File: src/sv/pga_pkg.sv
// Shared widths, constants and item types for the pairwise gravity core.
// No dependencies.
package pga_pkg;
  localparam int DEF_FRAC_BITS = 16;
  localparam int ACC_W  = 32;
  localparam int DIFF_W = 33;
  localparam int SQ_W   = 66;
  localparam int ROOT_W = 34;
  localparam int GM_W   = 64;
  localparam int DEN_W  = 99;
  localparam int PROD_W = 97;
  localparam int Q_DEPTH = 2;
  localparam int Q_PTR_W = 1;
  localparam logic [ACC_W-1:0] ACC_MAX = 32'h7fff_ffff;
  localparam logic [ACC_W-1:0] ACC_MIN = 32'h8000_0000;

  typedef struct packed {
    logic [ACC_W-1:0]  mass;
    logic [DIFF_W-1:0] ax;
    logic [DIFF_W-1:0] ay;
    logic              neg_x;   // result component is negative
    logic              neg_y;
    logic              zero_x;
    logic              zero_y;
    logic              coin;
  } pga_item_t;

  typedef struct packed {
    logic [GM_W-1:0]   gm;
    logic [DIFF_W-1:0] ax;
    logic [DIFF_W-1:0] ay;
    logic              neg_x;
    logic              neg_y;
    logic              zero_x;
    logic              zero_y;
    logic              coin;
  } pga_carry_t;
endpackage

File: src/sv/pga_fifo.sv
// Short queue between front and back parts.
// Depends on pga_pkg.
module pga_fifo (
  input  logic               clk,
  input  logic               rst,
  input  logic               push_valid,
  output logic               push_ready,
  input  pga_pkg::pga_item_t push_item,
  output logic               pop_valid,
  input  logic               pop_ready,
  output pga_pkg::pga_item_t pop_item
);
  import pga_pkg::*;

  pga_item_t            mem [Q_DEPTH];
  logic [Q_PTR_W-1:0]   wr_ptr, rd_ptr;
  logic [Q_PTR_W:0]     count;
  logic                 push, pop;

  assign push_ready = (count != (Q_PTR_W+1)'(Q_DEPTH));
  assign pop_valid  = (count != '0);
  assign push       = push_valid && push_ready;
  assign pop        = pop_valid && pop_ready;
  assign pop_item   = mem[rd_ptr];

  always_ff @(posedge clk) begin
    if (rst) begin
      wr_ptr <= '0;
      rd_ptr <= '0;
      count  <= '0;
    end else begin
      if (push) wr_ptr <= wr_ptr + 1'b1;
      if (pop)  rd_ptr <= rd_ptr + 1'b1;
      count <= count + (Q_PTR_W+1)'(push) - (Q_PTR_W+1)'(pop);
    end
  end

  always_ff @(posedge clk) begin
    if (push) begin
      mem[wr_ptr] <= push_item;
    end
  end
endmodule

File: config.mk
export PLATFORM = sky130hd
export DESIGN_NAME = pga_fifo
export DESIGN_NICKNAME = d
export VERILOG_FILES = /design/src/sv/pga_pkg.sv /design/src/sv/pga_fifo.sv
export SDC_FILE = /design/constraint.sdc
export NUM_CORES = 1
export LEC_CHECK = 0
export ABC_AREA = 1
export BUFFER_PORTS_ARGS = -buffer_cell sky130_fd_sc_hd__buf_4
export CORE_MARGIN = 2
export CORE_UTILIZATION = 49
export CTS_BUF_LIST = sky130_fd_sc_hd__clkbuf_4
export CTS_CLUSTER_SIZE = 10
export DETAILED_ROUTE_END_ITERATION = 16
export PLACE_DENSITY_LB_ADDON = 0.3
export SETUP_SLACK_MARGIN = 0.02
export SKIP_CTS_REPAIR_TIMING = 1
export SLEW_MARGIN = 0
export SYNTH_ARGS = -nofsm -noshare
export SYNTH_HDL_FRONTEND = slang
export SYNTH_SLANG_ARGS = --single-unit
File: constraint.sdc
create_clock -name clk -period 5.2 [get_ports clk]
set_input_delay 0.26 -clock clk [delete_from_list [all_inputs] [get_ports clk]]
set_output_delay 0.26 -clock clk [all_outputs]
set_load 0.02 [all_outputs]
==> results.ini, run 1 <==
[run_status]
run_status = finished, final reports clean

[drt]
routed_via_density = 4.79
vias = 4613
initialDrtViolationCount = 233
wl_um = 16400
drtAntennaViolNets = 0
wl_per_cell_um = 17.0
first_pass_iters = 5
drc_errors = 0

[cells_and_area]
nets = 828
diodes = 0
design_area_mm2 = 0.0111
drive_above_1_share_pct = 53.1
final_cells = 964
syn_to_final_growth_pct = 45.1

[sta]
rsz0062_at_grt = false
post-route-min-period_ns = 2.98
worst_pin_slew_ns = 1.08
layout_worst_path_cycle_share_pct = 57.3
hold_viol = 0
finalClockSkew_ns = 0.0171
slew_headroom_pct = 27.9
max_freq_mhz = 335
fin_hold_ws_ns = 0.118
tns_ns = 0
drv_slew = 0
setup_viol = 0

[global_routing]
grt.overflow.total = 0
antenna_found_initial = 0
grt_max_degree = 67
grt_pass1_vias = 4421
grt_first_pass_wirelength_um = 21200
grt_usage_pct = 16.6

[synthesis]
syn_inst = 356
syn_avg_cell_area_um2 = 21.6
synth_nets = 464
yosys_warnings = 0
synth_xor_area_share_pct = 0.114
synth.top_cell.area_share_pct = 80.5
synth-simple-area-share_pct = 0.961
ys_seq_area_share_pct = 81.8
synth_mux_area_share_pct = 15.1
netlist_area_mm2 = 0.00768
ys_seq_elements = 211
yosysUniqueCellTypes = 14
synth_top_family_by_area = multiplexers
synth-compound-area-share_pct = 0.130
synth.area.top_cells = edfxtp_1 81%, mux2_2 15%, dfxtp_1 1.3%
synthAdderAreaFrac_pct = 0.163
synth_top_cell_by_area = edfxtp_1

[place]
place.port_buffers = 211
place.gp.congestion = 0.748
placed_cell_area_mm2 = 0.00949
post-place-cells = 772
dpl.hpwl_um = 9040

[cts]
cts_tree = yes
cts.clk_slew.worst_paths_ns = 0.06
clock_latency_ns = 0.61
htreeDepth = 2
cts_root_buf = clkbuf_4
clk_path_buf_depth = 3
numClockSinks = 211
cts_made_buffers = 52

[critical_path]
required_ns = 4.94
cp_max_fo = 66
arrival_ns = 2.72
crit_type = reg2out
crit_path_start_kind = flop
worstSetupEndpointType = output pin

[die]
start_util_pct = 50.3
dieArea_mm2 = 0.0167
core_mm2 = 0.0153
rows = 45
ios = 212
die_h_um = 129
fp.dieW_um = 129

[run]
cap_violations = 0

[hold_path]
min_path_type = in2reg

[power_and_ir_drop]
p_leak_uw = 0.00428
power_density_mw_per_mm2 = 447
peakVddDrop_v = 0.000268

## area by class of cell
type / count / area (um2)
flip-flops and latches: 211 / 6290
repair buffers: 321 / 2670
clock buffers: 76 / 571
fillers: 911 / 4110
well taps: 211 / 264
inverters: 8 / 30.0
clock inverters: 11 / 41.3
multi-input cells: 126 / 1280
## stage by stage
stage                     total power, uW  setup WS, ns  util [%]
after floorplan                      3140          1.30         -
after global placement               3660          2.71      62.2
after detailed placement             3690          2.62      62.2
after CTS                            4960          2.11      66.2
after global routing                 5240          2.03      73.1
final                                4990          2.22      73.1
## flip-flops by register name, indices dropped and copies added (netlist names), named ones only
register and cells:
count 2, mem 206, rd_ptr 1, wr_ptr 1
## routing by layer
metal,part of all wire (%),GRT usage [%],up-vias
li1,-,-,2153
met3,8.0,6.98,22
met1,38,20.2,2227
met5,0,0,-
met4,1.6,7.03,0
met2,52,26.4,211
## logic make-up (layout without fill, tap and decap cells)
kind of cell,after synthesis,in the layout
compound gates,2,2
flops,211,211
fa+ha+maj,1,1
buf+inv,19,416
mux,103,103
simple gates,19,19
xor+xnor,1,1
## path summary, 6_finish.rpt
check                           startpoint          end  slack [ns]  depth (start not counted)
worst min register to register      rd_ptr         flop        0.50                          2
worst max register to register    count[0]   mem[1][63]        2.68                          5
worst max-delay path                  flop  pop_item[1]        2.22                          3
worst min-delay path             pop_ready         flop        0.12                          5
## critical path: stages (launching register included)
cell and delay [ns]:
dfxtp_4 0.92, buf_4 0.57, mux2_2 0.43, buf_4 0.17
## Yosys cell counts (all sizes together)
master  count
edfxtp    206
mux2      103
buf        11
nor2        9
inv         8
nand2       8
dfxtp       5
a21oi       2
ha          1
nand3       1
nor3        1
xnor2       1
## power breakdown
| part | leakage, uW | internal [uW] | total [uW] | switching [uW] |
|---|---|---|---|---|
| Sequential | 0.00197 | 2160 | 2280 | 118 |
| Combinational | 0.00194 | 683 | 1450 | 765 |
| Clock | 0.000372 | 663 | 1260 | 600 |
| Total | 0.00428 | 3510 | 4990 | 1480 |
## placed cells by master (no fill, tap or decap), drive strengths merged
master / instances
a21oi: 2
buf: 216
clkbuf: 76
clkinv: 9
dfxtp: 5
dlygate4sd3: 105
edfxtp: 206
ha: 1
inv: 10
mux2: 103
nand2: 8
nand3: 1
nor2: 9
nor3: 1
xnor2: 1
(Power assumes the default switching activity.)
==> run 2, diff against run 1 <==
clock period = 2.64 ns   (was 5.2 ns; I/O delays follow)
==> results.ini, run 2 (same netlist as run 1, synthesis figures left out) <==
[global_routing]
grt_first_pass_wirelength_um = 21200  ; about the same
antenna_found_initial = 1  ; +1
grt.overflow.total = 0  ; unchanged
grt_max_degree = 104  ; +55%
grt_pass1_vias = 4349  ; -1.6%
grt_usage_pct = 16.8  ; +0.14 points

[place]
place.port_buffers = 211  ; unchanged
place.gp.congestion = 0.742  ; -0.72%
dpl.hpwl_um = 8910  ; -1.4%
post-place-cells = 772  ; unchanged

[hold_path]
hold_depth = 2  ; -3
min_from = push_item[49]
hold_end = mem[1][49]
min_path_type = in2reg

[die]
fp.dieW_um = 129  ; unchanged
die_h_um = 129  ; unchanged
start_util_pct = 50.3  ; unchanged
dieArea_mm2 = 0.0167  ; unchanged
rows = 45  ; unchanged
ios = 212  ; unchanged
core_mm2 = 0.0153  ; unchanged

[cts]
clock_latency_ns = 0.62  ; about the same
cts_tree = yes
htreeDepth = 2  ; unchanged
numClockSinks = 211  ; unchanged
cts_made_buffers = 52  ; unchanged
cts_root_buf = clkbuf_4
cts.clk_slew.worst_paths_ns = 0.06  ; about the same
clk_path_buf_depth = 3  ; unchanged

[cells_and_area]
top_regs = mem: 206 flops, count: 2 flops
fillers = 917  ; +0.66%
nets = 829  ; +0.12%
seqCellArea_mm2 = 0.00629  ; unchanged
top_register = mem
final_common_cell = buf_4
multi_input_area_mm2 = 0.00129  ; +0.78%
drive_above_1_share_pct = 52.8  ; -0.29 points
syn_to_final_growth_pct = 46.3
final_cells = 971  ; +0.73%
layout_common_cells = 213 x buf_4, 206 x edfxtp_1, 106 x dlygate4sd3_1
largest_register_ffs = 206  ; unchanged

[power_and_ir_drop]
peakVddDrop_v = 0.000710  ; +170%
p_clk_share_pct = 25.8  ; +0.5 points
p_sw_uw = 2960  ; +100%
intPower_uw = 6990  ; +99%
sw_frac_of_total_pct = 29.8  ; +0.064 points
power_density_mw_per_mm2 = 885  ; +98%
combPwrFrac_pct = 30.3  ; +1.3 points
p_total_uw = 9950  ; +99%
p_leak_uw = 0.00431  ; +0.70%
pwr-share-seq_pct = 43.9  ; -1.8 points

[critical_path]
crit_type = reg2out
rr_endpoint = count[1]
r2r_setup_slack_ns = 0.99  ; -1.69 ns
timing.rr.start = count[1]
required_ns = 2.51  ; -2.43 ns
arrival_ns = 2.10  ; -0.62 ns
crit_path_start_kind = flop
cp_max_fo = 103  ; +56%
reg2regPathDepth = 10  ; +5
worstSetupEndpointType = output pin

[sta]
max_freq_mhz = 447
tns_ns = 0  ; unchanged
post-route-min-period_ns = 2.24
slew_headroom_pct = 59.3  ; +31 points
finalClockSkew_ns = 0.0298  ; +0.0127 ns
layout_worst_path_cycle_share_pct = 84.7
drv_slew = 0  ; unchanged
rsz0062_at_grt = false
setup_viol = 0  ; unchanged
worst_pin_slew_ns = 0.610  ; -0.469 ns
hold_viol = 0  ; unchanged

[drt]
first_pass_iters = 6  ; +1
vias = 4588  ; -0.54%
routed_via_density = 4.73  ; -1.3%
wl_per_cell_um = 16.7  ; -1.7%
initialDrtViolationCount = 208  ; -11%
drtAntennaViolNets = 0  ; unchanged
drc_errors = 0  ; unchanged
wl_um = 16200  ; -1.0%

[run_status]
run_status = finished, final reports clean

[run]
cap_violations = 0  ; unchanged

==> run 2: cell count changes in the layout (fill, tap and decap cells not counted), moves of 2 or more <==
cell and delta:
buf_12 +3, clkbuf_4 -4, clkinv_1 +6, buf_4 -3, clkinv_2 +2, nand2_1 -2
==> run 2: worst max-delay path by stage <==
stage / from / endpoint / slack [ns] / depth (start not counted)
2_1_floorplan: count[0] / mem[1][0] / 0.03 / 4
3_3_place_gp: count[0] / mem[0][48] / 1.10 / 5
3_5_place_dp: count[1] / count[1] / 1.04 / 9
4_1_cts: flop / pop_item[65] / 0.38 / 3
5_1_grt: flop / pop_item[65] / 0.29 / 3
6_report: flop / pop_item[65] / 0.40 / 3
==> run 2: area by class of cell <==
type / instances / share of cell area [%]
Sequential cell: 211 / 56.0
Inverter: 8 / 0.267
Timing Repair Buffer: 322 / 24.2
Multi-Input combinational cell: 126 / 11.5
Clock buffer: 72 / 4.81
Antenna cell: 1 / 0.0223
Tap cell: 211 / 2.35
Clock inverter: 20 / 0.924
==> run 2: worst max-delay path, stage by stage, from the launching register on <==
cell,delay [ns]
dfxtp_4,0.35
buf_12,0.43
mux2_2,0.43
buf_4,0.16
==> run 2: through the flow <==
step | setup WS (ns) | util (%) | cell area (um2) | hold slack (ns)
final | 0.405 | 73.7 | 11200 | 0.227
after global routing | 0.289 | 73.7 | 11200 | 0.162
after CTS | 0.378 | 66.7 | 10200 | -0.393
after detailed placement | 1.04 | 62.5 | 9530 | 0.318
after global placement | 1.10 | 62.5 | 9530 | 0.312
after floorplan | 0.0344 | - | 7710 | 0.203
==> run 2: power groups by stage <==
stage               clock network [uW]  registers, uW  logic [uW]
floorplan                            0           4410        1770
global placement                     0           4400        2850
detailed placement                   0           4430        2870
CTS                               2650           4360        2890
global route                      2860           4410        3190
finish                            2570           4370        3010
==> run 2: per-layer routing <==
metal	vias to the layer above	wire length [um]	GRT usage [%]
li1	2158	-	-
met4	0	410	7.03
met3	32	1290	8.59
met2	189	8470	28.1
met1	2209	6050	17.9
met5	-	0	0
