<file path="src/sv/pga_pkg.sv">
// Shared widths, constants and item types for the pairwise gravity core.
// No dependencies.
package pga_pkg;
  localparam int DEF_FRAC_BITS = 16;
  localparam int ACC_W  = 32;
  localparam int DIFF_W = 33;
  localparam int SQ_W   = 66;
  localparam int ROOT_W = 34;
  localparam int GM_W   = 64;
  localparam int DEN_W  = 99;
  localparam int PROD_W = 97;
  localparam int Q_DEPTH = 2;
  localparam int Q_PTR_W = 1;
  localparam logic [ACC_W-1:0] ACC_MAX = 32'h7fff_ffff;
  localparam logic [ACC_W-1:0] ACC_MIN = 32'h8000_0000;

  typedef struct packed {
    logic [ACC_W-1:0]  mass;
    logic [DIFF_W-1:0] ax;
    logic [DIFF_W-1:0] ay;
    logic              neg_x;   // result component is negative
    logic              neg_y;
    logic              zero_x;
    logic              zero_y;
    logic              coin;
  } pga_item_t;

  typedef struct packed {
    logic [GM_W-1:0]   gm;
    logic [DIFF_W-1:0] ax;
    logic [DIFF_W-1:0] ay;
    logic              neg_x;
    logic              neg_y;
    logic              zero_x;
    logic              zero_y;
    logic              coin;
  } pga_carry_t;
endpackage

</file>
<file path="src/sv/pga_front.sv">
// Front part: accepts a request, forms the position differences and flags.
// Depends on pga_pkg.
module pga_front (
  input  logic                     clk,
  input  logic                     rst,
  input  logic                     in_valid,
  output logic                     in_ready,
  input  logic [31:0]              source_mass,
  input  logic signed [31:0]       pos1_x,
  input  logic signed [31:0]       pos1_y,
  input  logic signed [31:0]       pos2_x,
  input  logic signed [31:0]       pos2_y,
  output logic                     item_valid,
  input  logic                     item_ready,
  output pga_pkg::pga_item_t       item
);
  import pga_pkg::*;

  logic signed [DIFF_W-1:0] dx, dy;
  pga_item_t item_next;

  assign dx = {pos1_x[31], pos1_x} - {pos2_x[31], pos2_x};
  assign dy = {pos1_y[31], pos1_y} - {pos2_y[31], pos2_y};

  always_comb begin
    item_next.mass   = source_mass;
    item_next.ax     = dx[DIFF_W-1] ? DIFF_W'(-dx) : DIFF_W'(dx);
    item_next.ay     = dy[DIFF_W-1] ? DIFF_W'(-dy) : DIFF_W'(dy);
    item_next.zero_x = (dx == '0);
    item_next.zero_y = (dy == '0);
    item_next.neg_x  = !dx[DIFF_W-1] && (dx != '0);
    item_next.neg_y  = !dy[DIFF_W-1] && (dy != '0);
    item_next.coin   = (dx == '0) && (dy == '0);
  end

  assign in_ready = !item_valid || item_ready;

  always_ff @(posedge clk) begin
    if (rst) begin
      item_valid <= 1'b0;
    end else if (in_ready) begin
      item_valid <= in_valid;
    end
  end

  always_ff @(posedge clk) begin
    if (in_valid && in_ready) begin
      item <= item_next;
    end
  end
endmodule

</file>
<file path="config.mk">
export PLATFORM = sky130hd
export DESIGN_NAME = pga_front
export DESIGN_NICKNAME = d
export VERILOG_FILES = /design/src/sv/pga_pkg.sv /design/src/sv/pga_front.sv
export SDC_FILE = /design/constraint.sdc
export NUM_CORES = 1
export LEC_CHECK = 0
export BUFFER_PORTS_ARGS = -buffer_cell sky130_fd_sc_hd__clkbuf_2
export CAP_MARGIN = 20
export CORE_AREA = 2 2 128 130
export CTS_BUF_LIST = sky130_fd_sc_hd__clkbuf_4 sky130_fd_sc_hd__clkbuf_8
export DETAILED_ROUTE_END_ITERATION = 8
export DIE_AREA = 0 0 130 132
export PLACE_DENSITY_LB_ADDON = 0.1
export SETUP_SLACK_MARGIN = 0.1
export SYNTH_ARGS = -nofsm -noshare
export SYNTH_HDL_FRONTEND = slang
export SYNTH_SLANG_ARGS = --single-unit
</file>
<file path="constraint.sdc">
create_clock -name clk -period 4.3 [get_ports clk]
set_input_delay 0.215 -clock clk [delete_from_list [all_inputs] [get_ports clk]]
set_output_delay 0.215 -clock clk [all_outputs]
set_load 0.05 [all_outputs]
</file>
==> results_dict.tcl, run 1 <==
set metrics [dict create \
    outcome "completed" \
    slew_headroom 0.384 \
    ys_ff_latch 104 \
    post_cts_resized 0 \
    start_util 0.534 \
    ir_worst_vdd_mv 0.192 \
    cp-end-kind "flip-flop" \
    nNetsFinal 1435 \
    drive_gt1_frac 0.269 \
    worstHoldPathType "in2reg" \
    seq_area_frac_synth 0.371 \
    power.density_nw_per_um2 362 \
    finalWorstSetupSlack_ps 670 \
    die_x_um 130 \
    drv_slew 0 \
    synth_warnings 0 \
    r2r_cells 3 \
    busiest_layer "met2" \
    final-hold-violation-count 0 \
    synth_top_area_share 0.369 \
    first_global_vias 7198 \
    reg2reg_from "item_valid" \
    insertion_delay_ps 380 \
    ys_async_sr_fraction 0 \
    syn_area_per_cell_um2 9.42 \
    hold_path_depth 1 \
    mostFrequentLayoutCells "268 x clkbuf_2, 103 x edfxtp_1, 84 x inv_1, 75 x a21oi_1, 72 x ha_1" \
    fin_crit_sh 0.844 \
    p_leak_uw 0.00487 \
    gp_congestion 0.904 \
    ant_nets 0 \
    syn-num-nets 1129 \
    grt_max_degree 73 \
    wl_um 21700 \
    r2r_slack_ps 2150 \
    cp.arrival_ps 3770 \
    syn_area_um2 8390 \
    die_h_um 132 \
    diodes 0 \
    fin_crit_ps 3630 \
    startpoint "pos1_x[0]" \
    use_met2 0.449 \
    cts-root-buf "clkbuf_8" \
    cts_made_buffers 9 \
    synth_cell_types 69 \
    hold_start "source_mass[6]" \
    fin_hold_ws_ps 22.6 \
    cts_max_level 3 \
    worst_pin_slew_ps 924 \
    tns_ps 0 \
    dp_slack_ps 302 \
    cp_top_family "compound AO/OA/AOI/OAI gates" \
    critPathMaxFanout 4 \
    met1_usage 0.312 \
    area_growth_pct 25.9 \
    num_rows 46 \
    antenna_found_initial 0 \
    path_clk_slew_ps 100 \
    drc 0 \
    final_common_cell "clkbuf_2" \
    cp_data_required_time_ps 4440 \
    overflow 0 \
    fin_util 0.672 \
    min_to "item[77]" \
    cts_tree "built" \
    port_buffers 268 \
    rsz0062_at_grt "no" \
    cts_sinks 104 \
    cap_violations 0 \
    die_area_um2 17200 \
    core-area_um2 15700 \
    synth_edf_count 103 \
    worstReg2RegEnd "item[46]" \
    synth_area_leaders "edfxtp_1 37%, ha_1 11%, xnor2_1 6.4%" \
    use_met3 0.0284 \
    track_usage 0.250 \
    path_buf_inv 2 \
    hpwl_um 17100 \
    synthFlopType "edfxtp_1" \
    cpPeakStageDelay_ps 500 \
    io_pins 269 \
    yosysTopAreaCell "edfxtp_1" \
    place_area_um2 10000 \
    path_cells "clkbuf_2 > inv_1 > ha_1 > fa_1 > nand2b_1 > a21oi_1 > o2111ai_1 > a31oi_1 > o21ai_0 > a2111oi_4 > o2111ai_1 > nor2_2 > nand3_1 > or4_1 > ha_1" \
    grt_pass1_wl_um 34500 \
    worstSetupPathType "in2reg" \
    max_freq_ghz 0.275 \
    cts_buffer_depth 2 \
    skew_ps 13.3 \
    startpoint_type "primary input" \
    syn_inst 891 \
    viasPerCell 5.41 \
    dr.pass1.iters 5 \
    final_area_um2 10600 \
    cp_slowest_cell "or4_1" \
    num_vias 7675 \
    drt_iter0_drc 553 \
    setup_viol 0 \
    wl_per_cell_um 15.3 \
]
[power by group]
part	switching (uW)	internal, uW	total, uW
combinational	1220	571	1790
sequential	43.7	1320	1360
clock	375	292	668
[layer usage]
metal  routed length, um  share of wire
met5                   0              0
met4                 435          0.020
met3                 905          0.042
met2               11100           0.51
met1                9240           0.43
[cells in the mapped netlist (13+ instances only)]
cell        n
edfxtp_1  103
nor2_1     57
nand3_1    18
nor3_1     19
xnor2_1    61
inv_1      84
a21o_1     24
ha_1       72
or3_1      13
o21a_1     16
a31oi_1    18
a21oi_1    75
nand2_1    67
o21ai_0    39
xor2_1     43
[kinds of logic after synthesis]
logic type | after synthesis | synth area share
AO/OA/AOI/OAI | 260 | 0.208
XOR/XNOR | 104 | 0.109
adder cells (fa/ha/maj) | 74 | 0.112
buffers and inverters | 102 | 0.0461
flip-flops | 104 | 0.371
multiplexers | 2 | 0.00239
AND/OR/NAND/NOR | 245 | 0.152
[flip-flops by register name (all words and copies together), names as in the netlist]
name        flops
item_valid      1
item          103
[worst max-delay path by stage]
stage,to,cells past startpoint
after CTS,item[4],15
after detailed placement,item[4],15
final,item[4],15
after global routing,item[70],16
after floorplan,item[0],2
after global placement,item[4],16
[through the flow]
step / cells / power (uW)
after floorplan: 891 / 2710
after global placement: 1370 / 3120
after detailed placement: 1370 / 3140
after CTS: 1418 / 3820
after global routing: 1418 / 4010
final: 1418 / 3820
[worst reg2reg max path, cell delays in order (launching register included)]
cell      delay [ps]
dfxtp_1          350
nand2b_1         130
and2_4           760
buf_4            550
[cell type report]
type                    count  area, um^2
clock buffers              10         131
clock inverters             6        86.3
fillers                  1345        5150
inverters                  85         319
multi-input cells         685        4890
flip-flops and latches    104        3110
well taps                 216         270
repair buffers            312        1750
[what timing repair did]
| item | 4_1_cts | 5_1_grt |
|---|---|---|
| hold endpoints to repair | 32 | 0 |
| setup buffers | 0 | 0 |
| hold buffers | 32 | 0 |
Power figures use the tool's default switching activity.
==> inputs of run 2 (changes only) <==
clock period = 3.6 ns   (was 4.3 ns; I/O delays follow)
==> results_dict.tcl, run 2 (same netlist as run 1, synthesis figures left out) <==
set metrics [dict create \
    outcome "completed" \
    cts_buffer_depth 2 \
    grt_pass1_wl_um 36900 \
    rsz0062_at_grt "no" \
    r2r_slack_ps 1680 \
    largest_reg_flops 103 \
    die_x_um 130 \
    skew_ps 22.5 \
    power.density_nw_per_um2 418 \
    cts_sinks 104 \
    p_leak_uw 0.00541 \
    critPathMaxFanout 7 \
    area_growth_pct 37.3 \
    fin_crit_ps 3330 \
    use_met3 0.0365 \
    drt_iter0_drc 612 \
    setup_viol 0 \
    cp-end-kind "flip-flop" \
    slew_headroom 0.497 \
    wl_um 23000 \
    reg2reg_from "item_valid" \
    final_common_cell "clkbuf_2" \
    insertion_delay_ps 380 \
    final-hold-violation-count 0 \
    grt_max_degree 58 \
    die_area_um2 17200 \
    crit_end "item[70]" \
    r2r_cells 3 \
    busiest_layer "met2" \
    ir_worst_vdd_mv 0.284 \
    cp.arrival_ps 3470 \
    startpoint_type "primary input" \
    overflow 0 \
    fin_crit_sh 0.926 \
    startpoint "pos1_x[0]" \
    cts_max_level 3 \
    cts_tree "built" \
    antenna_found_initial 0 \
    worstSetupPathType "in2reg" \
    ant_nets 0 \
    cp_data_required_time_ps 3740 \
    path_clk_slew_ps 100 \
    dr.pass1.iters 5 \
    drive_gt1_frac 0.343 \
    viasPerCell 5.34 \
    mostFrequentLayoutCells "268 x clkbuf_2, 117 x buf_4, 103 x edfxtp_1, 83 x inv_1, 71 x a21oi_1" \
    num_rows 46 \
    nFillCells 1227 \
    port_buffers 268 \
    diodes 0 \
    fin_util 0.733 \
    nNetsFinal 1544 \
    track_usage 0.267 \
    die_h_um 132 \
    wl_per_cell_um 15.0 \
    hpwl_um 18500 \
    max_freq_ghz 0.300 \
    worstHoldPathType "in2reg" \
    first_global_vias 7803 \
    gp_congestion 0.937 \
    cts_made_buffers 9 \
    io_pins 269 \
    regMostFlops "item" \
    drv_slew 0 \
    cap_violations 0 \
    core-area_um2 15700 \
    reg_top3 "item: 103 flops, item_valid: 1 flops" \
    worstReg2RegEnd "item[83]" \
    use_met2 0.471 \
    met1_usage 0.333 \
    cts-root-buf "clkbuf_8" \
    num_vias 8159 \
    start_util 0.534 \
    worst_pin_slew_ps 754 \
    drc 0 \
    tns_ps 0 \
]
==> run 2: cell count changes in the layout (fill, tap and decap cells not counted), sizes merged <==
cell and change:
buf +107, dlygate4sd3 +2
==> run 2: through the flow <==
| step | worst slack, ps | std cells | total power [uW] | area, um^2 | hold WS [ps] |
|---|---|---|---|---|---|
| floorplan | 106 | 891 | 3250 | 8490 | 249 |
| global placement | -37.7 | 1475 | 3950 | 10900 | 341 |
| detailed placement | -178 | 1475 | 3990 | 10900 | 349 |
| CTS | 228 | 1525 | 4810 | 11500 | 288 |
| global route | 101 | 1527 | 5060 | 11500 | 315 |
| finish | 266 | 1527 | 4810 | 11500 | 313 |
==> run 2: how the worst min path moves through the flow <==
| stage | startpoint | end | depth (start not counted) |
|---|---|---|---|
| 5_1_grt | pos2_y[0] | item[5] | 3 |
| 4_1_cts | pos2_y[0] | item[5] | 3 |
| 6_report | pos2_y[0] | item[5] | 3 |
| 2_1_floorplan | rst | item_valid | 1 |
| 3_3_place_gp | rst | item_valid | 2 |
| 3_5_place_dp | rst | item_valid | 2 |
==> run 2: repair_timing <==
action                     CTS  global route
gates resized for setup      0             7
setup buffers                0             2
hold endpoints to repair    33             0
hold buffers                34             0
setup endpoints to repair    0             4
==> run 2: layer usage <==
layer / up-vias / wire [um]
met1: 3755 / 9730
met5: - / 0
met2: 260 / 11500
met3: 42 / 1030
li1: 4102 / -
met4: 0 / 694
==> run 2: cell type report <==
class | count | area (um^2) | area share
Clock inverter | 6 | 83.8 | 0.00728
Timing Repair Buffer | 421 | 2600 | 0.226
Inverter | 85 | 319 | 0.0277
Sequential cell | 104 | 3110 | 0.270
Clock buffer | 10 | 131 | 0.0114
Tap cell | 216 | 270 | 0.0235
Multi-Input combinational cell | 685 | 5000 | 0.434
==> run 2: critical path: stages <==
cell and delay [ps]:
clkbuf_2 80, inv_1 50, ha_1 210, fa_2 340, nand2b_4 150, a21oi_2 190, o211ai_1 140, o31ai_2 190
buf_4 170, a41oi_2 180, xor2_1 230, nand2_1 140, nor4_4 260, buf_4 180, nand3_1 100, nor4_1 280
ha_1 280, and2_1 130
==> run 2: power breakdown <==
group / internal [uW] / switching [uW]
Combinational: 870 / 1520
Clock: 347 / 445
Sequential: 1580 / 53.9
==> inputs of run 3 (changes only) <==
CAP_MARGIN = 30   (was 20)
MAX_ROUTING_LAYER = met4   (was default)
clock period = 3.29 ns   (was 3.6 ns; I/O delays follow)
==> results_dict.tcl, run 3 (same netlist as run 1, synthesis figures left out) <==
set metrics [dict create \
    finalWorstSetupSlack_ps -15.1 \
    path_clk_slew_ps 110 \
    ir_worst_vdd_mv 0.347 \
    insertion_delay_ps 390 \
    r2r_cells 3 \
    max_freq_ghz 0.303 \
    antenna_found_initial 1 \
    critPathMaxFanout 4 \
    io_pins 269 \
    cpPeakStageDelay_ps 500 \
    die_x_um 130 \
    cts_made_buffers 9 \
    tns_ps -15.1 \
    nNetsFinal 1643 \
    dr.pass1.iters 6 \
    outcome "finished with violations" \
    startpoint_type "primary input" \
    power.density_nw_per_um2 441 \
    hold_path_depth 4 \
    reg2reg_from "item_valid" \
    drc 0 \
    ant_nets 0 \
    drt_iter0_drc 632 \
    viasPerCell 5.46 \
    cts-root-buf "clkbuf_8" \
    setup_viol 1 \
    first_global_vias 8625 \
    hold_start "pos2_x[0]" \
    gp_congestion 0.948 \
    start_util 0.534 \
    fin_crit_sh 1.00 \
    skew_ps 22.2 \
    die_area_um2 17200 \
    die_h_um 132 \
    cts_tree "built" \
    cp_slowest_cell "or4b_4" \
    rsz0062_at_grt "yes" \
    violations "setup timing" \
    wl_um 25900 \
    r2r_slack_ps 1450 \
    reg_top3 "item: 103 flops, item_valid: 1 flops" \
    largest_reg_flops 103 \
    cp-end-kind "flip-flop" \
    grt_max_degree 59 \
    drv_slew 0 \
    final-hold-violation-count 0 \
    overflow 0 \
    fin_crit_ps 3310 \
    cts_sinks 104 \
    num_vias 8885 \
    cp.arrival_ps 3460 \
    final_common_cell "clkbuf_2" \
    wl_per_cell_um 15.9 \
    p_leak_uw 0.00595 \
    cap_violations 0 \
    track_usage 0.297 \
    regMostFlops "item" \
    worstHoldPathType "in2reg" \
    hpwl_um 19300 \
    path_common_cell "and3_1" \
    drive_gt1_frac 0.417 \
    layout.cells.non_filler 1627 \
    nFillCells 1084 \
    num_rows 46 \
    cts_buffer_depth 2 \
    min_to "item[38]" \
    slew_headroom 0.466 \
    worst_pin_slew_ps 801 \
    mostFrequentLayoutCells "267 x clkbuf_2, 211 x buf_4, 103 x edfxtp_1, 81 x inv_1, 68 x a21oi_1" \
    dp.cells 1561 \
    core-area_um2 15700 \
    cp_data_required_time_ps 3440 \
    worstReg2RegEnd "item[16]" \
    port_buffers 268 \
    worstSetupPathType "in2reg" \
    cts_max_level 3 \
    path_cells "clkbuf_16 > inv_12 > ha_4 > fa_2 > nor2b_2 > o31a_1 > a211oi_2 > buf_4 > xor2_2 > o211ai_1 > a21oi_1 > or4b_4 > nor4_4 > and3_1 > and3_1 > ha_1 > and2_1" \
    grt_pass1_wl_um 39500 \
    area_growth_pct 50.4 \
]
[run 3: worst max path at each step]
stage,end,slack (ps),start,cells past startpoint
2_1_floorplan,item[37],-170,pos2_y[8],15
3_3_place_gp,item[32],-450,pos1_y[0],14
3_5_place_dp,item[34],-500,pos1_y[0],14
4_1_cts,item[37],30,pos1_y[0],17
5_1_grt,item[37],-150,pos1_y[0],17
6_report,item[37],-20,pos1_y[0],17
[run 3: stage by stage]
stage / hold WS (ps) / instance area (um^2) / setup slack, ps / power, uW / utilization
finish: 402 / 12600 / -15.1 / 5570 / 0.803
global route: 395 / 12600 / -149 / 5830 / 0.803
CTS: 398 / 12400 / 31.7 / 5430 / 0.787
detailed placement: 343 / 11700 / -503 / 4570 / 0.743
global placement: 326 / 11700 / -450 / 4510 / 0.743
floorplan: 234 / 8550 / -168 / 3570 / -
[run 3: final cells by class]
cell class / instances / area (um^2) / area share
timing repair buffer: 520 / 3410 / 0.270
inverter: 85 / 337 / 0.0267
tap: 216 / 270 / 0.0214
antenna: 1 / 2.50 / 0.000198
multi-input combinational: 685 / 5300 / 0.420
sequential: 104 / 3110 / 0.247
clock inverter: 6 / 61.3 / 0.00486
clock buffer: 10 / 131 / 0.0104
[run 3: report_power, final]
part / leakage, uW / switching, uW / internal, uW / total (uW)
clock network: 0.0000956 / 493 / 303 / 795
logic: 0.00485 / 1800 / 1180 / 2980
registers: 0.00100 / 64.8 / 1730 / 1790
[run 3: worst max-delay path: cells and delay by family]
kind	cells	cell delay [ps]
AND/OR/NAND/NOR	6	1340
adder cells (fa/ha/maj)	3	750
AO/OA/AOI/OAI	4	720
buffers and inverters	3	320
XOR/XNOR	1	170
[run 3: repair_timing]
item | in CTS | in global routing
hold buffers | 34 | 0
endpoints found under the hold margin | 33 | 0
endpoints found under the setup margin | 9 | 23
pin swaps | 7 | 19
setup buffers | 12 | 6
gates cloned | 0 | 0
resized for setup | 10 | 43
[run 3: per-layer routing]
| layer | GRT usage | wire (um) | vias up |
|---|---|---|---|
| li1 | - | - | 4298 |
| met5 | - | 0 | - |
| met2 | 0.529 | 13300 | 408 |
| met4 | 0.137 | 1260 | 0 |
| met1 | 0.318 | 9820 | 4073 |
| met3 | 0.0495 | 1600 | 106 |
